==> src/design/idpcm_pkg.sv <==
// Shared types and constants for the 2D DPCM image codec.
package idpcm_pkg;

    localparam int PIX_W      = 8;
    localparam int RES_W      = 9;
    localparam int IMG_W_W    = 11;
    localparam int IMG_H_W    = 16;
    localparam int CFG_IDX_W  = 2;
    localparam int CFG_DATA_W = 16;

    localparam logic [PIX_W-1:0] PIX_MAX = 8'd255;

    typedef enum logic {
        MODE_ENCODE = 1'b0,
        MODE_DECODE = 1'b1
    } t_mode;

    typedef enum logic [CFG_IDX_W-1:0] {
        CFG_MODE   = 2'd0,
        CFG_WIDTH  = 2'd1,
        CFG_HEIGHT = 2'd2
    } t_cfg_idx;

    // Position of a pixel as the predictor sees it.
    typedef struct packed {
        t_mode mode;
        logic  row_nz;   // not the top row: pixel above exists
        logic  col_nz;   // not column 0: left pixel exists
    } t_pred_ctl;

endpackage

==> src/design/idpcm_pred.sv <==
// Predictor and encode/decode arithmetic for one pixel.
module idpcm_pred (
    input  idpcm_pkg::t_pred_ctl          i_ctl,
    input  logic [7:0]                    i_a,         // left
    input  logic [7:0]                    i_b_raw,     // line store read
    input  logic [7:0]                    i_c,         // above-left
    input  logic [7:0]                    i_pixel,
    input  logic signed [8:0]             i_residual,
    output logic [7:0]                    o_b,         // above, zero on top row
    output logic [7:0]                    o_pix,       // pixel to store
    output logic signed [8:0]             o_residual_out,
    output logic [7:0]                    o_pixel_out
);
    import idpcm_pkg::*;

    logic [PIX_W-1:0]        b;
    logic signed [RES_W-1:0] diff;
    logic signed [RES_W-1:0] diff_adj;
    logic signed [RES_W-1:0] half;
    logic signed [PIX_W+1:0] p;
    logic [PIX_W-1:0]        p_clamp;
    logic [PIX_W-1:0]        pred;
    logic [PIX_W-1:0]        pix;
    logic [RES_W-1:0]        res;

    always_comb begin
        b = i_ctl.row_nz ? i_b_raw : '0;

        // (B - C) / 2 truncated toward zero: bias negatives by one, then shift
        diff     = $signed({1'b0, b}) - $signed({1'b0, i_c});
        diff_adj = diff + $signed({8'd0, diff[RES_W-1]});
        half     = diff_adj >>> 1;
        p        = $signed({half[RES_W-1], half}) + $signed({2'b00, i_a});

        if (p[PIX_W+1]) begin
            p_clamp = '0;
        end else if (p[PIX_W]) begin
            p_clamp = PIX_MAX;
        end else begin
            p_clamp = p[PIX_W-1:0];
        end

        if (!i_ctl.row_nz) begin
            pred = i_ctl.col_nz ? i_a : '0;
        end else if (!i_ctl.col_nz) begin
            pred = b;
        end else begin
            pred = p_clamp;
        end

        if (i_ctl.mode == MODE_DECODE) begin
            pix = pred + i_residual[PIX_W-1:0];
            res = '0;
        end else begin
            pix = i_pixel;
            res = {1'b0, i_pixel} - {1'b0, pred};
        end
    end

    assign o_b            = b;
    assign o_pix          = pix;
    assign o_residual_out = $signed(res);
    assign o_pixel_out    = (i_ctl.mode == MODE_DECODE) ? pix : '0;
endmodule

==> config.mk <==
export PLATFORM = sky130hd
export DESIGN_NAME = idpcm_pred
export DESIGN_NICKNAME = d
export VERILOG_FILES = /design/src/design/idpcm_pkg.sv /design/src/design/idpcm_pred.sv
export SDC_FILE = /design/constraint.sdc
export NUM_CORES = 1
export LEC_CHECK = 0
export BUFFER_PORTS_ARGS = -buffer_cell sky130_fd_sc_hd__buf_2
export CORE_MARGIN = 2
export CORE_UTILIZATION = 35
export DETAILED_ROUTE_END_ITERATION = 7
export PLACE_DENSITY = 0.73
export SYNTH_ARGS = -nofsm -noshare
export SYNTH_HDL_FRONTEND = slang
export SYNTH_SLANG_ARGS = --single-unit
==> constraint.sdc <==
create_clock -name vclk -period 7
set_clock_uncertainty 0.1 [all_clocks]
set_input_delay 0.35 -clock vclk [all_inputs]
set_output_delay 0.35 -clock vclk [all_outputs]
set_load 0.02 [all_outputs]
==> summary.txt <==
DRC viols: 0
Hold_buf cts: 0
DR vias: 2465
Reg area: 0 um2
Critical Path RT: 6550 ps
Slew margin rel.: 60.49%
Max-cap check violation count: 0
Post-route minimum period: 6971 ps
Worst VDD drop: 88.26 uV
Fmax achieved: 143.4 MHz
FFs & Latches: 0
Post-layout net count: 493
Startpoint of the worst hold path: i_pixel[7]
DIE HEIGHT: 80.94 um
Leakage: 1.610 nW
Initial Util: 35.63%
YS warnings: 0
Initial antenna violation count: 0
Distinct cells, synth: 53
Syn Nets: 370
DP Cell Count: 477
Final setup fails: 0
RSZ-0062 raised after global routing: yes
Avg WL per Cell: 13.21 um
Slew @ Worst Pin: 591.4 ps
CP startpoint kind: primary input
Crit Path Category: in -> out
Final Cycle Share: 99.59%
Syn avg cell area: 7.096 um2
Largest net degree at the start of global routing: 27
Core ar.: 5816 um2
Placer Congestion: 0.8829
Crit path top cell by count: a21oi_2
Synthesized instance count: 292
Row count: 28
Hold path depth: 4
Total track usage: 17.75%
Crit path arrival time: 6520 ps
Area growth syn-to-layout: 53.56%
Post-Syn Area: 2072 um2
Gr ovfl total: 0
CP max stage cell: or4_4
Routed Antenna Nets: 0
Critical Path Fanout Max: 5
Number of global-route vias before repair: 2281
Drt pass-1 iters: 4
Max Slew Vio Count: 0
Post-Route WL: 6.446 mm
Hold Vio Cnt, Final: 0
Die area: 6551 um2
Post-layout util: 54.71%
Count leader, synth: ha_1
Vias per std cell: 5.051
CP endpoint kind: output port
Hold EP: o_pix[7]
Status: complete, no violations
Post-synth top cells: 30 x ha_1, 29 x inv_1, 26 x nor2_1
Area leader, netlist: ha_1
Top cells by area, synth: ha_1 18%, xnor2_1 6.8%, inv_1 5.3%
First-pass GRT wire length: 9.618 mm
Total inserted antenna cells: 0
Pwr Density: 169.7 nW/um2
Ratio of cells with drive above 1 in the final layout: 45.52%
Min-Delay Path Class: in -> out
Post-Layout Cell Count: 488
Starting DRC count in detailed routing: 84
Dpl hpwl: 5.114 mm
Final total power: 0.0005400 W
Port Buffers: 76
Clkbuf count: 0
CP max stage delay: 460 ps
Die Wd: 80.94 um
Post-synthesis sequential area ratio: 0%
I/O pin count: 77
Synth top area share: 18.12%
==> worst max-delay path by stage <==
stage	start	to	slack [ps]	cells after the start
finish	i_ctl[1]	o_pix[7]	30	38
floorplan	i_ctl[1]	o_pix[7]	-20	38
global placement	i_b_raw[0]	o_pix[7]	-180	36
global route	i_ctl[1]	o_pix[7]	-380	38
CTS	i_b_raw[0]	o_pix[7]	-0.01	38
detailed placement	i_b_raw[0]	o_pix[7]	-400	36
==> what timing repair did <==
item,4_1_cts,5_1_grt
hold endpoints to repair,0,0
resized for setup,15,41
setup endpoints to repair,10,12
setup buffers,4,7
pin swaps,11,15
==> cell families after synthesis <==
| group | Yosys count | synth area share, % |
|---|---|---|
| fa+ha+maj | 35 | 22.52 |
| mux | 6 | 3.200 |
| compound gates | 86 | 28.14 |
| simple gates | 100 | 25.73 |
| xor+xnor | 27 | 13.16 |
| buf+inv | 38 | 7.246 |
==> layer usage <==
metal | vias up | share of wire, % | global-route usage [%]
met5 | - | 0 | 0
met1 | 1141 | 44 | 23.58
met4 | 0 | 0.23 | 1.186
met2 | 47 | 52 | 33.31
li1 | 1275 | - | -
met3 | 2 | 3.5 | 0.3333
==> power breakdown <==
group	switching (W)	internal, W
logic	0.000272	0.000268
registers	0	0
clock network	0	0
total	0.000272	0.000268
==> cell usage in the layout, fill, tap and decap left out, types with 3 or more instances in the layout <==
cell,synthesis,final
xnor2_2,3,3
nor2_2,0,3
a21oi_2,0,6
nand2b_1,9,8
ha_2,0,3
a22oi_1,7,7
o21a_1,9,9
xnor2_1,16,16
o21bai_1,5,4
and2_1,12,11
fa_2,0,3
a21oi_1,17,11
nor2b_1,16,13
mux2_2,5,5
ha_1,30,23
xor2_1,7,6
o21ai_0,12,7
o21ai_2,0,3
nand2_1,13,12
buf_2,0,70
nor2_1,26,22
a21o_1,9,9
o21ai_1,8,10
nor3_1,8,6
buf_4,2,53
inv_1,29,27
inv_2,1,3
buf_6,0,6
ha_4,0,4
==> through the flow <==
| step | hold slack, ps | worst slack [ps] | TNS, ps | cell area (um2) |
|---|---|---|---|---|
| after detailed placement | 966.7 | -404.2 | -2290 | 2879 |
| after global placement | 958.9 | -178.9 | -548.5 | 2879 |
| final | 929.6 | 28.70 | 0 | 3182 |
| after floorplan | 758.0 | -20.35 | -20.35 | 2137 |
| after global routing | 956.8 | -384.8 | -1467 | 3182 |
| after CTS | 946.7 | -0.01421 | -0.01421 | 2954 |
==> critical path, delay by kind of cell <==
kind | cells | cell delay (ps)
AO/OA/AOI/OAI | 15 | 2320
AND/OR/NAND/NOR | 9 | 1600
adder cells (fa/ha/maj) | 5 | 1220
buffers and inverters | 6 | 550
XOR/XNOR | 2 | 390
multiplexers | 1 | 80
==> final cells by class <==
cell class                 count  area (um2)
multi-input combinational    254        2160
tap                           75       93.84
fill                         563        2634
timing repair buffer         129       815.8
inverter                      30       112.6
(Power assumes the default switching activity.)
